$ cat src/rtl/bs77_pkg.sv
`timescale 1ns / 1ps
// shared types and constants for the 7x7 box sum stream unit
// no dependencies

package bs77_pkg;

   typedef logic [15:0] pixel_type;
   typedef logic [15:0] sum_type;
   typedef logic [12:0] coord_type;
   typedef logic [13:0] reg_type;
   typedef logic [7:0]  csr_index_type;

   // register indexes
   localparam csr_index_type CSR_ROW_WIDTH  = 8'd0;
   localparam csr_index_type CSR_IMAGE_ROWS = 8'd1;

   localparam reg_type ROW_WIDTH_RESET  = 14'd4144;
   localparam reg_type IMAGE_ROWS_RESET = 14'd4362;
   localparam int unsigned ROW_LIMIT    = 8192;

   // effective frame geometry and restart strobe
   typedef struct packed {
      reg_type width;
      reg_type rows;
      logic    restart;
   } cfg_type;

   // per-item control from the row front end to the accumulate stage
   typedef struct packed {
      logic      update;
      logic      emit;
      logic      use_prev;
      logic      use_old;
      sum_type   hsum;
      coord_type out_row;
      coord_type out_column;
   } front_type;

endpackage

$ cat src/rtl/bs77_csr_regs.sv
`timescale 1ns / 1ps
// configuration registers, clamped frame geometry and restart strobe
// depends on bs77_pkg

module bs77_csr_regs #(
   parameter int unsigned MAX_ROW_PIXELS = 8192
) (
   input  logic                    clock,
   input  logic                    reset,
   input  logic                    wr_valid,
   input  bs77_pkg::csr_index_type wr_index,
   input  bs77_pkg::reg_type       wr_data,
   output bs77_pkg::cfg_type       cfg
);
   import bs77_pkg::*;

   reg_type row_width_ff, row_width_in;
   reg_type image_rows_ff, image_rows_in;
   logic    restart;

   always_comb begin
      row_width_in  = row_width_ff;
      image_rows_in = image_rows_ff;
      restart       = 1'b0;
      if (wr_valid) begin
         unique case (wr_index)
            CSR_ROW_WIDTH: begin
               row_width_in = wr_data;
               restart      = 1'b1;
            end
            CSR_IMAGE_ROWS: begin
               image_rows_in = wr_data;
               restart       = 1'b1;
            end
            default: begin
            end
         endcase
      end
   end

   always_ff @(posedge clock) begin
      if (reset) begin
         row_width_ff  <= ROW_WIDTH_RESET;
         image_rows_ff <= IMAGE_ROWS_RESET;
      end else begin
         row_width_ff  <= row_width_in;
         image_rows_ff <= image_rows_in;
      end
   end

   // zero behaves as one, oversize clamps
   always_comb begin
      if (row_width_ff == '0)
         cfg.width = 14'd1;
      else if (32'(row_width_ff) > MAX_ROW_PIXELS)
         cfg.width = 14'(MAX_ROW_PIXELS);
      else
         cfg.width = row_width_ff;
      if (image_rows_ff == '0)
         cfg.rows = 14'd1;
      else if (32'(image_rows_ff) > ROW_LIMIT)
         cfg.rows = 14'(ROW_LIMIT);
      else
         cfg.rows = image_rows_ff;
      cfg.restart = restart;
   end

endmodule

$ cat config.mk
export PLATFORM = sky130hd
export DESIGN_NAME = bs77_csr_regs
export DESIGN_NICKNAME = d
export VERILOG_FILES = /design/src/rtl/bs77_pkg.sv /design/src/rtl/bs77_csr_regs.sv
export SDC_FILE = /design/constraint.sdc
export NUM_CORES = 1
export LEC_CHECK = 0
export ABC_AREA = 1
export ABC_CLOCK_PERIOD_IN_PS = 1200
export BUFFER_PORTS_ARGS = -buffer_cell sky130_fd_sc_hd__buf_2
export CAP_MARGIN = 5
export CORE_ASPECT_RATIO = 1.4
export CORE_MARGIN = 4
export CORE_UTILIZATION = 45
export CTS_CLUSTER_DIAMETER = 150
export CTS_CLUSTER_SIZE = 24
export DETAILED_ROUTE_END_ITERATION = 6
export PLACE_DENSITY = 0.72
export SLEW_MARGIN = 20
export SYNTH_ARGS = -nofsm -noshare
export SYNTH_HDL_FRONTEND = slang
export SYNTH_SLANG_ARGS = --single-unit
$ cat constraint.sdc
create_clock -name clock -period 1.2 [get_ports clock]
set_input_delay 0.24 -clock clock [delete_from_list [all_inputs] [get_ports clock]]
set_output_delay 0.24 -clock clock [all_outputs]
set_load 0.005 [all_outputs]
* Yosys cells after proc, flatten, opt, wreduce, memory -nomap -nowiden
Cells that the tools add are included.
Operators by class: reduce and logical (&&, ||, !) cells 6, $lt $le $gt $ge 2, equality and inequality tests 1, multiplexer cells 6
Operators with widths (count):
- $mux W14 | 4
- $gt A14 B14 Y1 const B | 2
- $logic_not A14 Y1 | 2
- $eq A8 B1 Y1 const B | 1
- $logic_not A8 Y1 | 1
- $reduce_and A2 Y1 | 2
- $mux W1 | 2
- $reduce_or A2 Y1 | 1
Storage, ports and cells: register bits after elaboration 28, bits of input ports 25, output and inout port bits 29, word-level logic and storage cells 17

* Longest topological paths before layout
word-level depth 4, gate-level depth with buffers 7

* Worst setup path before layout
Ideal clock, no wire load.
kind reg-to-output, start point register row_width_ff[9], end point output port cfg[16] in the netlist's numbering, setup slack -0.013 ns, data arrival time 0.973 ns, stages on the path, launching flop included 6, path buffers 1, cell sequence dfxtp_1 -> or2_1 -> nor2_1 -> nand2_1 -> buf_6 -> a21boi_2
RTL lines:
- from (decl) | RTL line bs77_csr_regs.sv:17 | reg_type row_width_ff, row_width_in;
- from (signal assigned) | RTL line bs77_csr_regs.sv:46 | row_width_ff <= row_width_in;
- to (decl) | RTL line bs77_csr_regs.sv:13 | output bs77_pkg::cfg_type cfg

==> flow_summary.yaml <==
critical_path:
  critPathRequiredTime_ns: 0.96
  cpMaxStageDelayCell: "dfxtp_4"
  cp-start-kind: "flop"
  cp_max_fo: 8
  cp-end-kind: "output pin"
  crit_family: "simple AND/OR/NAND/NOR gates"
  worst-path-buf-inv: 2
  reg2regPathDepth: 4
  crit_arrival_ns: 1.52
  crit_top_cell: "nand2_2"
  rr_endpoint: "row_width_ff[13]$_SDFFE_PP0P_"
  worstSetupPathType: "flop to output pin"
  regToRegSetupSlack_ns: 0.33
  path_cells: "nor2_4 -> nand2_2 -> nor2_2 -> nand2_2 -> buf_6 -> a21boi_2 -> buf_2"
  crit_path_max_incr_delay_ns: 0.37
  r2r_start: "row_width_ff[13]$_SDFFE_PP0P_"
cells_and_area:
  drive_above_1_share_pct: 50.57
  antenna_cells: 0
  area_growth_pct: 53.84
  fill_cells: 290
  final_nets: 378
die:
  chipHeight_um: 81.64
  start_util_pct: 47.00
  dieArea_um2: 4947
  ios: 54
  rows: 26
  die_x_um: 60.60
  core_region_area_um2: 3709
logic_synthesis:
  synth_nets: 282
  syn_inst: 257
  synth.distinct_cells: 22
  synth_area_um2: 1743
  ys_top_cells_by_area: "dfxtp_1 32%, a21boi_2 12%, nand2_1 11%"
  synth_edf_count: 0
  synth_most_common_cell: "nand2_1"
  yosys-top-cells-count: "53 x nand2_1, 47 x nor2_1, 35 x nand3_1"
  synthArstFlopShare_pct: 0
  ys_ff_latch: 28
  synth_largest_type_area_fraction_pct: 32.16
  synth_ff_type: "dfxtp_1"
  avgSynthCellArea_um2: 6.782
  ys_seq_area_share_pct: 32.16
  yosys_warnings: 0
  synth_top_area_cell: "dfxtp_1"
timing:
  clock.fmax_ghz: 0.5670
  final_hold_viol_count: 0
  finalCritPeriodShare_pct: 147.0
  period_minus_slack_ns: 1.764
  final.setup_skew_ns: 0
  layout_setup_ws_ns: -0.5637
  rsz0062_at_grt: "yes"
  setup_viol: 27
  holdWs_ns: 0.2213
  tightestPinTransition_ns: 0.1630
  relSlewSlack_pct: 89.11
  slew_violations: 0
  tns_ns: -12.12
flow_run:
  maxCapViolations: 0
run_status:
  status: "finished with violations"
  violations: "setup timing"
routing:
  route.detailed.drc: 0
  avgViaCountPerCell: 5.041
  ant_nets: 0
  wl_per_cell_um: 13.43
  drtIter0Drc: 101
  via_count: 1986
  drt_wl_total_um: 5293
  first_pass_iters: 4
worst_hold_path:
  holdPathStages: 3
  whs_endpoint: "image_rows_ff[12]$_SDFFE_PP1P_"
  holdCritPathClass: "primary input to flop"
  hold_start: "wr_data[12]"
power:
  p_leak_nw: 1.363
  power_frac_comb_pct: 10.6
  switchingPower_uw: 397.2
  pwr-share-clk_pct: 34.7
  p_sw_share_pct: 23.48
  irDropWorstVdd_v: 0.0005371
  seqPwrFrac_pct: 54.7
  powerDensity_nw_per_um2: 630.9
  internal_power_mw: 1.295
clock_tree:
  numCtsBuffers: 3
  ctsHtreeMaxLevel: 1
  clkTransAtPathRegs_ns: 0.09
  hold_buffers: 0
  clock_latency_ns: 0.27
  cts_root_buf: "clkbuf_8"
  cts.sinks: 28
  clock_path_buffers: 2
  cts_tree: "done"
placed_design:
  place_congestion: 0.8153
  io_buffers: 53
  dpl.hpwl_um: 3719
grt:
  antenna_found_initial: 0
  grt_overflow: 0
  grt_first_pass_wirelength_um: 8004
  grt_util_all_layers_pct: 20.99
  grt_max_degree: 27
  grt_pass1_vias: 1854
## cells in the final DEF, fill, tap and decap left out
master     count
buf_2         52
nand2_1       45
buf_4         37
nand3_1       35
nor2_1        31
inv_1         21
a21boi_2      21
a21oi_1       21
dfxtp_1       18
nor2_2        12
buf_6         10
nand2_2        9
dfxtp_2        7
buf_12         6
nor2_4         5
inv_2          4
clkbuf_8       4
or2_1          3
dfxtp_4        3
buf_8          3
nand2_4        1
a21oi_2        1
nor3_2         1
nor2_8         1
clkbuf_16      1
## area by class of cell
type	count	area, um^2	share of cell area (%)
sequential	28	580.6	21.65
inverter	25	93.84	3.500
multi-input combinational	186	1059	39.48
timing repair buffer	109	840.8	31.36
clock buffer	4	55.05	2.053
tap	42	52.55	1.960
## worst max-delay path by stage
stage	start	end	slack [ns]	depth (start not counted)
finish	image_rows_ff[8]$_SDFFE_PP1P_	cfg[7]	-0.56	7
global route	image_rows_ff[8]$_SDFFE_PP1P_	cfg[5]	-0.64	7
CTS	row_width_ff[9]$_SDFFE_PP0P_	cfg[15]	-0.52	8
detailed placement	image_rows_ff[10]$_SDFFE_PP0P_	cfg[6]	-0.22	7
global placement	image_rows_ff[10]$_SDFFE_PP0P_	cfg[10]	-0.16	7
floorplan	row_width_ff[9]$_SDFFE_PP0P_	cfg[16]	-0.009	5
## logic make-up after synthesis
family	share of synthesized area, %
simple gates	35.46
flops	32.16
compound gates	19.67
buf+inv	12.71
## routing by layer
layer	vias up	part of all wire [%]	GRT usage, %
li1	1002	-	-
met3	14	4.7	2.358
met2	63	52	36.94
met4	0	2.9	9.761
met1	907	41	24.71
met5	-	0	0
## sequential cells by signal, indices dropped and copies added, names as in the netlist
| name | cells |
|---|---|
| row_width_ff | 14 |
| image_rows_ff | 14 |
## per-stage QoR
stage	setup WS [ns]	cells	cell area [um^2]	utilization, %	total power [mW]
6_report	-0.5637	394	2681	72.30	1.692
5_1_grt	-0.6404	394	2681	72.30	1.753
4_1_cts	-0.5206	390	2567	69.23	1.694
3_5_place_dp	-0.2162	379	2333	62.92	1.124
3_3_place_gp	-0.1633	379	2333	62.92	1.122
2_1_floorplan	-0.008751	257	1743	-	1.040
## repair_timing
item / in CTS / in global routing
hold endpoints to repair: 0 / 0
endpoints found under the setup margin: 29 / 28
cloned: 2 / 0
pin swaps: 11 / 22
setup buffers: 6 / 7
gates resized for setup: 34 / 34
## power by group through the flow
stage          clock network (mW)  registers, mW  logic (mW)
2_1_floorplan                   0          0.953      0.0864
3_3_place_gp                    0          0.953       0.169
3_5_place_dp                    0          0.953       0.171
4_1_cts                     0.592          0.927       0.174
5_1_grt                     0.629          0.926       0.198
6_report                    0.587          0.926       0.179
## tightest hold or removal path: stages
cell and delay (ns):
buf_2 0.09, nand3_1 0.07, nand3_1 0.08
No activity file was read; power rests on OpenSTA's default activity.
