$ cat config.mk
export PLATFORM = sky130hd
export DESIGN_NAME = bs77_row_front
export DESIGN_NICKNAME = d
export VERILOG_FILES = /design/src/rtl/bs77_pkg.sv /design/src/rtl/bs77_row_front.sv
export SDC_FILE = /design/constraint.sdc
export NUM_CORES = 1
export LEC_CHECK = 0
export BUFFER_PORTS_ARGS = -buffer_cell sky130_fd_sc_hd__buf_2
export CORE_UTILIZATION = 53
export DETAILED_ROUTE_END_ITERATION = 6
export PLACE_DENSITY = 0.77
export SLEW_MARGIN = 20
export SYNTH_ARGS = -nofsm -noshare
export SYNTH_HDL_FRONTEND = slang
export SYNTH_SLANG_ARGS = --single-unit
$ cat constraint.sdc
create_clock -name clock -period 3.57 [get_ports clock]
set_clock_uncertainty 0.2 [all_clocks]
set_input_delay 0.1785 -clock clock [delete_from_list [all_inputs] [get_ports clock]]
set_output_delay 0.1785 -clock clock [all_outputs]
set_load 0.05 [all_outputs]
$ cat src/rtl/bs77_pkg.sv
`timescale 1ns / 1ps
// shared types and constants for the 7x7 box sum stream unit
// no dependencies

package bs77_pkg;

   typedef logic [15:0] pixel_type;
   typedef logic [15:0] sum_type;
   typedef logic [12:0] coord_type;
   typedef logic [13:0] reg_type;
   typedef logic [7:0]  csr_index_type;

   // register indexes
   localparam csr_index_type CSR_ROW_WIDTH  = 8'd0;
   localparam csr_index_type CSR_IMAGE_ROWS = 8'd1;

   localparam reg_type ROW_WIDTH_RESET  = 14'd4144;
   localparam reg_type IMAGE_ROWS_RESET = 14'd4362;
   localparam int unsigned ROW_LIMIT    = 8192;

   // effective frame geometry and restart strobe
   typedef struct packed {
      reg_type width;
      reg_type rows;
      logic    restart;
   } cfg_type;

   // per-item control from the row front end to the accumulate stage
   typedef struct packed {
      logic      update;
      logic      emit;
      logic      use_prev;
      logic      use_old;
      sum_type   hsum;
      coord_type out_row;
      coord_type out_column;
   } front_type;

endpackage

$ cat src/rtl/bs77_row_front.sv
`timescale 1ns / 1ps
// row front end: pixel window, running horizontal sum, counters, ring addresses
// depends on bs77_pkg

module bs77_row_front #(
   parameter int unsigned MAX_ROW_PIXELS = 8192,
   parameter int unsigned HALF_WIDTH     = 3,
   parameter int unsigned HALF_HEIGHT    = 3,
   parameter int unsigned EDGE_BLOCK     = 16,
   localparam int unsigned RING_ROWS     = 2 * HALF_HEIGHT + 1,
   localparam int unsigned ADDR_W        = $clog2(RING_ROWS * MAX_ROW_PIXELS)
) (
   input  logic                clock,
   input  logic                reset,
   input  bs77_pkg::cfg_type   cfg,
   input  logic                accept,
   input  bs77_pkg::pixel_type pixel,
   output bs77_pkg::front_type info,
   output logic [ADDR_W-1:0]   slot_addr,
   output logic [ADDR_W-1:0]   prev_addr
);
   import bs77_pkg::*;

   localparam int unsigned WIN_LEN = 2 * HALF_WIDTH + 1;
   localparam int unsigned COL_W   = $clog2(MAX_ROW_PIXELS);
   localparam int unsigned SLOT_W  = $clog2(RING_ROWS);
   localparam logic [SLOT_W-1:0] LAST_SLOT = SLOT_W'(RING_ROWS - 1);

   logic [COL_W-1:0]  col_ff, col_in;
   coord_type         row_ff, row_in;
   logic [SLOT_W-1:0] slot_ff, slot_in;
   logic [SLOT_W-1:0] pslot_ff, pslot_in;
   pixel_type         window_ff [WIN_LEN];
   sum_type           hsum_ff;
   sum_type           hsum_in;

   logic [31:0] col_x;
   logic        row_end;
   logic        frame_end;

   assign col_x     = 32'(col_ff) - HALF_WIDTH;
   assign row_end   = (32'(col_ff) + 32'd1) >= 32'(cfg.width);
   assign frame_end = (32'(row_ff) + 32'd1) >= 32'(cfg.rows);

   // new horizontal sum: add the new pixel, drop the oldest one; at column zero it restarts from the pixel
   assign hsum_in = (col_ff == '0) ? pixel : sum_type'(hsum_ff + pixel - window_ff[WIN_LEN-1]);

   always_comb begin
      info.update     = (32'(col_ff) >= HALF_WIDTH) && ((col_x + EDGE_BLOCK) < 32'(cfg.width));
      info.emit       = info.update && (32'(row_ff) >= HALF_HEIGHT);
      info.use_prev   = (row_ff != '0);
      info.use_old    = (32'(row_ff) >= RING_ROWS);
      info.hsum       = hsum_in;
      info.out_row    = coord_type'(row_ff - coord_type'(HALF_HEIGHT));
      info.out_column = coord_type'(col_x);
      slot_addr = ADDR_W'(slot_ff) * ADDR_W'(MAX_ROW_PIXELS) + ADDR_W'(col_x);
      prev_addr = ADDR_W'(pslot_ff) * ADDR_W'(MAX_ROW_PIXELS) + ADDR_W'(col_x);
   end

   always_comb begin
      col_in   = COL_W'(col_ff + 1'b1);
      row_in   = row_ff;
      slot_in  = slot_ff;
      pslot_in = pslot_ff;
      if (row_end) begin
         col_in = '0;
         if (frame_end) begin
            row_in   = '0;
            slot_in  = '0;
            pslot_in = LAST_SLOT;
         end else begin
            row_in   = coord_type'(row_ff + 1'b1);
            slot_in  = (slot_ff == LAST_SLOT) ? '0 : SLOT_W'(slot_ff + 1'b1);
            pslot_in = slot_ff;
         end
      end
   end

   always_ff @(posedge clock) begin
      if (reset || cfg.restart) begin
         col_ff   <= '0;
         row_ff   <= '0;
         slot_ff  <= '0;
         pslot_ff <= LAST_SLOT;
      end else if (accept) begin
         col_ff   <= col_in;
         row_ff   <= row_in;
         slot_ff  <= slot_in;
         pslot_ff <= pslot_in;
      end
   end

   // window restarts at column zero, so no reset is needed
   always_ff @(posedge clock) begin
      if (accept) begin
         hsum_ff      <= hsum_in;
         window_ff[0] <= pixel;
         for (int i = 1; i < WIN_LEN; i++)
            window_ff[i] <= (col_ff == '0) ? '0 : window_ff[i-1];
      end
   end

endmodule

## After elaboration in Yosys (flattened, before gate mapping)

Memories as Yosys holds them, arrays and structs flattened.
Index checks and enable logic that the tools add are counted.

| operators by class | value |
|---|---|
| add/subtract/negate cells | 12 |
| multiply operators | 0 |
| divide/modulo/power cells | 0 |
| $lt $le $gt $ge | 6 |
| equality and inequality tests | 1 |
| shift-type cells | 0 |
| muxes and demuxes | 14 |
| bitwise gates (word level) | 0 |
| reduce and logical (&&, ||, !) cells | 6 |

Operators by type and width:

| kind | number |
|---|---|
| 16-bit 2-to-1 mux | 7 |
| 16-bit adder | 3 |
| 32-bit by 14-bit less-than comparator with 1-bit output | 1 |
| 13-bit by 1-bit adder with 14-bit output (second input constant) | 2 |
| 14-bit >= comparator | 2 |
| 13-bit by 1-bit adder with 13-bit output (second input constant) | 2 |
| 13-bit by 2-bit >= comparator with 1-bit output (second input constant) | 2 |
| 13-bit 2-to-1 mux | 2 |
| 16-bit subtractor | 1 |
| 14-bit by 6-bit adder with 15-bit output (second input constant) | 1 |
| 13-bit by 2-bit subtractor with 14-bit output (second input constant) | 1 |
| 13-bit by 3-bit >= comparator with 1-bit output (second input constant) | 1 |
| 13-bit zero test | 1 |
| 13-bit nonzero test | 1 |
| 13-bit by 2-bit subtractor with 13-bit output (second input constant) | 1 |
| 3-bit 2-to-1 mux | 3 |
| 3-bit by 1-bit adder with 3-bit output (second input constant) | 1 |
| 3-bit equality test (second input constant) | 1 |
| 1-bit logical AND | 2 |
| 1-bit 2-to-1 mux | 2 |
| 2-bit AND reduction | 1 |
| 1-bit logical OR | 1 |

| word-level totals | value |
|---|---|
| flip-flop bits (word level) | 48 |
| bits in latches | 0 |
| memory bits (writable) | 112 |
| ROM bits | 0 |
| input bits | 48 |
| output and inout bits | 78 |
| logic and storage cells | 45 |
| memories kept | 1 |

Memory list:

| name | words | bits a word | read ports | clocked after memory_dff | wr ports | RTL line | text |
|---|---|---|---|---|---|---|---|
| window_ff | 7 | 16 | 7 | 0 | 7 | bs77_row_front.sv:33 | `pixel_type window_ff [WIN_LEN];` |

## Depth between registers and ports, before layout

| logic depth | value |
|---|---|
| depth after elaboration | 5 |
| mapped depth | 17 |

## Worst setup path after synthesis

No wires, ideal clock.

| timing | value |
|---|---|
| path kind | reg-to-output |
| start point | register col_ff[3] |
| end point | output port info[44] (netlist bit) |
| data arrival time | 5538 ps |
| required time | 3191 ps |
| path slack | -2346 ps |
| cell stages (with the launch flop) | 14 |
| cell sequence | dfxtp_1 buf_6 or4_4 nor4_1 xnor2_1 nand3_2 xnor2_1 ha_1 a21o_1 a21o_1 a211oi_1 nand2_1 o21ai_0 a21boi_0 |

RTL lines:

| what | RTL line | text |
|---|---|---|
| start: declaration | bs77_row_front.sv:29 | `logic [COL_W-1:0] col_ff, col_in;` |
| start signal: assignment | bs77_row_front.sv:86 | `col_ff <= col_in;` |
| end: declaration | bs77_row_front.sv:18 | `output bs77_pkg::front_type info,` |

==> run summary <==
DIE
------------------------------------------------------------------------------------------------------
Initial Utilization                                                                             54.86%
Ports                                                                                              126
Die width                                                                                     136.7 um
Core Footprint                                                                             17540 sq um
Area enclosed by the die boundary                                                          18700 sq um
Placement Rows                                                                                      48
Die height                                                                                    136.7 um

CRITICAL PATH
------------------------------------------------------------------------------------------------------
Largest incremental delay on the critical path                                                  550 ps
Arrival time of data at the critical path endpoint                                             3780 ps
Launching instance or port of the critical path                                           col_ff[2]$_SDFFE_PP0P_
Chain of cells forming the critical path                                                  or4_4 > buf_12 > nor4_4 > nand2_1 > xor2_2 > inv_4 > and3_1 > xnor2_1 > ha_1 > a21o_1 > a211oi_2 > nand2_2 > o21ai_4 > a21boi_4 > buf_6
Worst EP required                                                                              3190 ps
Nature of the critical path startpoint                                                            flop
CP max FO                                                                                            3
Standard cell with the maximum stage delay on the critical path                           sky130_fd_sc_hd__or4_4
Worst Setup End Kind                                                                       output port
Launch instance of the worst register-to-register path                                    col_ff[6]$_SDFFE_PP0P_
Start-to-end type of the worst setup path                                                 flop to output port

MIN PATH
------------------------------------------------------------------------------------------------------
Hold path start                                                                               pixel[8]
Path type of the worst min-delay path                                                     input pin to flop

GRT
------------------------------------------------------------------------------------------------------
Total track usage                                                                               22.06%
Via count of the first global-routing pass                                                        6844
First-pass GRT wire length                                                                    32050 um
Largest net degree at the start of global routing                                                  108
Number of antenna violations at the first check in global routing                                    0
Busiest metal layer after global routing                                                          met2
Met1 capacity usage during global routing                                                       28.41%
Global routing usage on met3                                                                    4.185%
GRT met2 Usage                                                                                  37.34%
Remaining Overflow, GRT                                                                              0

DRT
------------------------------------------------------------------------------------------------------
Number of vias per cell after detailed routing                                                   5.262
DR DRC count                                                                                         0
Drt first-iter violations                                                                          364
Routed vias                                                                                       7020
Wire length per cell after detailed routing                                                   15.52 um
Number of routed nets with antenna violations                                                        0
DR pass1 iterations                                                                                  7
Final wirelength                                                                              20700 um

CLOCK TREE
------------------------------------------------------------------------------------------------------
Clock transition at the register clock pins on the worst setup and hold paths after CTS          60 ps
Maximum clock path buffer count                                                                      2
TritonCTS clock tree                                                                             built
Clk sink count                                                                                     160
Root Buffer Master                                                                        sky130_fd_sc_hd__clkbuf_16
TritonCTS Buffers                                                                                   17
Clock insertion delay at the later pin of the skew report                                       420 ps
H-Tree Depth                                                                                         4

PLACED DESIGN
------------------------------------------------------------------------------------------------------
Placer's final routability congestion estimate                                                  0.8612
Placed cell areas                                                                          10910 sq um
Placement-stage worst setup slack                                                            -264.2 ps
Total half-perimeter wirelength after legalization and detailed placement                     13670 um
Port bufs                                                                                          125

TIMING
------------------------------------------------------------------------------------------------------
Setup-violating endpoint count in the final report                                                   7
Summed negative setup slack over all endpoints                                                -1765 ps
Tightest Pin Transition                                                                       566.7 ps
Tightest hold margin                                                                        -0.3579 ps
Achievable clock frequency                                                                   240.4 MHz
Period Utilization, post-route                                                                  116.5%
Setup slack after layout                                                                     -589.5 ps
Hold Fails Final Rpt                                                                                 1
Final-report max-slew violation count                                                                0
Final min period                                                                               4160 ps
Unrepaired setup endpoints after global routing                                                   true
Slew margin rel.                                                                                62.22%

FINAL LAYOUT
------------------------------------------------------------------------------------------------------
Area growth from synthesis to layout                                                            26.58%
Total number of nets in the final design                                                          1224
Final design area excluding fillers                                                        12180 sq um
Ratio of cells with drive above 1 in the final layout                                           31.47%
Share of the core filled with cells                                                             69.44%
Filler Cell Count                                                                                 1254
Count of antenna diodes in the layout                                                                0

LOGIC SYNTHESIS
------------------------------------------------------------------------------------------------------
Seq/Total Area, Yosys                                                                           46.61%
Number of register bits inferred by synthesis                                                      160
Share of the synthesized area in the top cell type                                              39.95%
Post-synth EDFFs                                                                                   128
Syn Std Cell Area                                                                           9620 sq um
Leading cell type by number of instances after synthesis                                  sky130_fd_sc_hd__edfxtp_1
Post-synthesis cell type with the largest combined area                                   sky130_fd_sc_hd__edfxtp_1
Yosys synthesis warning count                                                                        0
Most frequent cells after synthesis                                                       sky130_fd_sc_hd__edfxtp_1, sky130_fd_sc_hd__inv_1, sky130_fd_sc_hd__and2_1
Async set-reset flop share out of synthesis                                                         0%
Synth area leaders                                                                        sky130_fd_sc_hd__edfxtp_1, sky130_fd_sc_hd__ha_1, sky130_fd_sc_hd__dfxtp_1
Library cells used by synthesis                                                                     63
Post-Synthesis Cells                                                                               915
Average instance area after synthesis                                                      10.51 sq um
Dominant register cell in the synthesized netlist                                         sky130_fd_sc_hd__edfxtp_1
Net count after synthesis                                                                         1043

POWER
------------------------------------------------------------------------------------------------------
PwrDens                                                                                   407.8 nW/um^2
Power share of the clock group                                                                   34.8%
Net switching power figure                                                                     1409 uW
Sw Share                                                                                        28.37%
Sequential Power Share                                                                           43.0%
Combinational share of power                                                                     22.2%
Standby leakage power                                                                      0.005280 uW
Internal Pwr Total                                                                             3558 uW
Peak supply drop                                                                             0.4343 mV

OUTCOME
------------------------------------------------------------------------------------------------------
Failing checks                                                                            hold timing, setup timing
Status                                                                                    finished, violations left

RUN
------------------------------------------------------------------------------------------------------
Number of max-cap violations                                                                         0

-- metrics by stage --
step | std cells | power [uW]
after floorplan | 915 | 2743
after global placement | 1273 | 2969
after detailed placement | 1273 | 2990
after CTS | 1329 | 4830
after global routing | 1334 | 5163
final | 1334 | 4967
-- metal layers --
metal  wire [um]  part of all wire, %
met1        9162                   44
met2       10390                   50
met3         816                  3.9
met4         334                  1.6
met5           0                    0
-- kinds of logic (layout without fill, tap and decap cells) --
| family | after synthesis | count (layout) | synth area share [%] |
|---|---|---|---|
| adders and majority gates | 80 | 80 | 11.73 |
| and+or+nand+nor | 290 | 290 | 16.89 |
| DFF | 160 | 160 | 46.61 |
| xor gates and xnor gates | 67 | 67 | 6.295 |
| buffers and inverters | 182 | 376 | 8.792 |
| AOI/OAI and AO/OA | 136 | 136 | 9.676 |
-- cell type report --
| type | instances | area, sq um | share of cell area (%) |
|---|---|---|---|
| clock buffers | 19 | 432.9 | 3.555 |
| clock inverters | 13 | 127.6 | 1.048 |
| inverters | 109 | 415.4 | 3.411 |
| multi-input cells | 573 | 4810 | 39.49 |
| flip-flops and latches | 160 | 4492 | 36.88 |
| well taps | 225 | 281.5 | 2.312 |
| repair buffers | 235 | 1619 | 13.29 |
-- worst paths after layout --
| kind | endpoint | slack (ps) | cells past startpoint |
|---|---|---|---|
| hold / removal | hsum_ff[8]$_DFFE_PP_ | -0.4 | 3 |
| setup reg to reg | row_ff[5]$_SDFFE_PP0P_ | 140 | 13 |
| hold reg to reg | window_ff[3][12]$_SDFFCE_PP0P_ | 310 | 1 |
| setup / recovery | info[44] | -590 | 15 |
-- power by group through the flow --
stage | clock network [uW] | registers [uW] | logic, uW
6_report | 1730 | 2130 | 1100
4_1_cts | 1760 | 2130 | 936
3_5_place_dp | 0 | 2170 | 819
2_1_floorplan | 0 | 2160 | 578
5_1_grt | 1830 | 2140 | 1190
3_3_place_gp | 0 | 2170 | 800
-- flip-flops by register name, summed over array words and instances, names as in the netlist --
register and count:
window_ff 112, hsum_ff 16, col_ff 13, row_ff 13
pslot_ff 3, slot_ff 3
-- worst max-delay path: cells and delay by family, from the launching register on --
kind / cells / cell delay (ps)
adders and majority gates: 1 / 300
and+or+nand+nor: 5 / 1130
DFF: 1 / 320
AOI/OAI and AO/OA: 4 / 850
xor gates and xnor gates: 2 / 360
buffers and inverters: 3 / 390
-- repair_timing --
action	in CTS	in global routing
buffers inserted	8	7
hold buffers	17	0
endpoints found under the hold margin	52	0
pin swaps	38	45
resized for setup	41	70
endpoints found under the setup margin	11	43
-- layout by cell type (no fill, tap or decap), types with 7 or more instances in the layout --
cell type,netlist,final
sky130_fd_sc_hd__a21o_1,10,10
sky130_fd_sc_hd__ha_4,0,10
sky130_fd_sc_hd__nor2_2,0,7
sky130_fd_sc_hd__buf_4,27,84
sky130_fd_sc_hd__clkbuf_16,0,17
sky130_fd_sc_hd__o31ai_1,15,13
sky130_fd_sc_hd__inv_2,0,10
sky130_fd_sc_hd__and2_1,99,99
sky130_fd_sc_hd__buf_2,5,112
sky130_fd_sc_hd__nor3_1,12,11
sky130_fd_sc_hd__dfxtp_1,32,26
sky130_fd_sc_hd__xnor2_1,47,38
sky130_fd_sc_hd__nor2_1,40,33
sky130_fd_sc_hd__inv_1,109,97
sky130_fd_sc_hd__a21oi_2,0,9
sky130_fd_sc_hd__nand3_1,28,24
sky130_fd_sc_hd__o21ai_0,17,8
sky130_fd_sc_hd__fa_1,17,16
sky130_fd_sc_hd__xor2_1,19,18
sky130_fd_sc_hd__and3_1,14,13
sky130_fd_sc_hd__dlygate4sd3_1,0,17
sky130_fd_sc_hd__nand2_1,41,38
sky130_fd_sc_hd__ha_1,63,53
sky130_fd_sc_hd__edfxtp_1,128,128
sky130_fd_sc_hd__a32oi_1,11,11
sky130_fd_sc_hd__a21oi_1,38,27
sky130_fd_sc_hd__nand2b_1,14,14
sky130_fd_sc_hd__buf_6,6,18
Note: power is estimated with default switching activity, not from simulation.
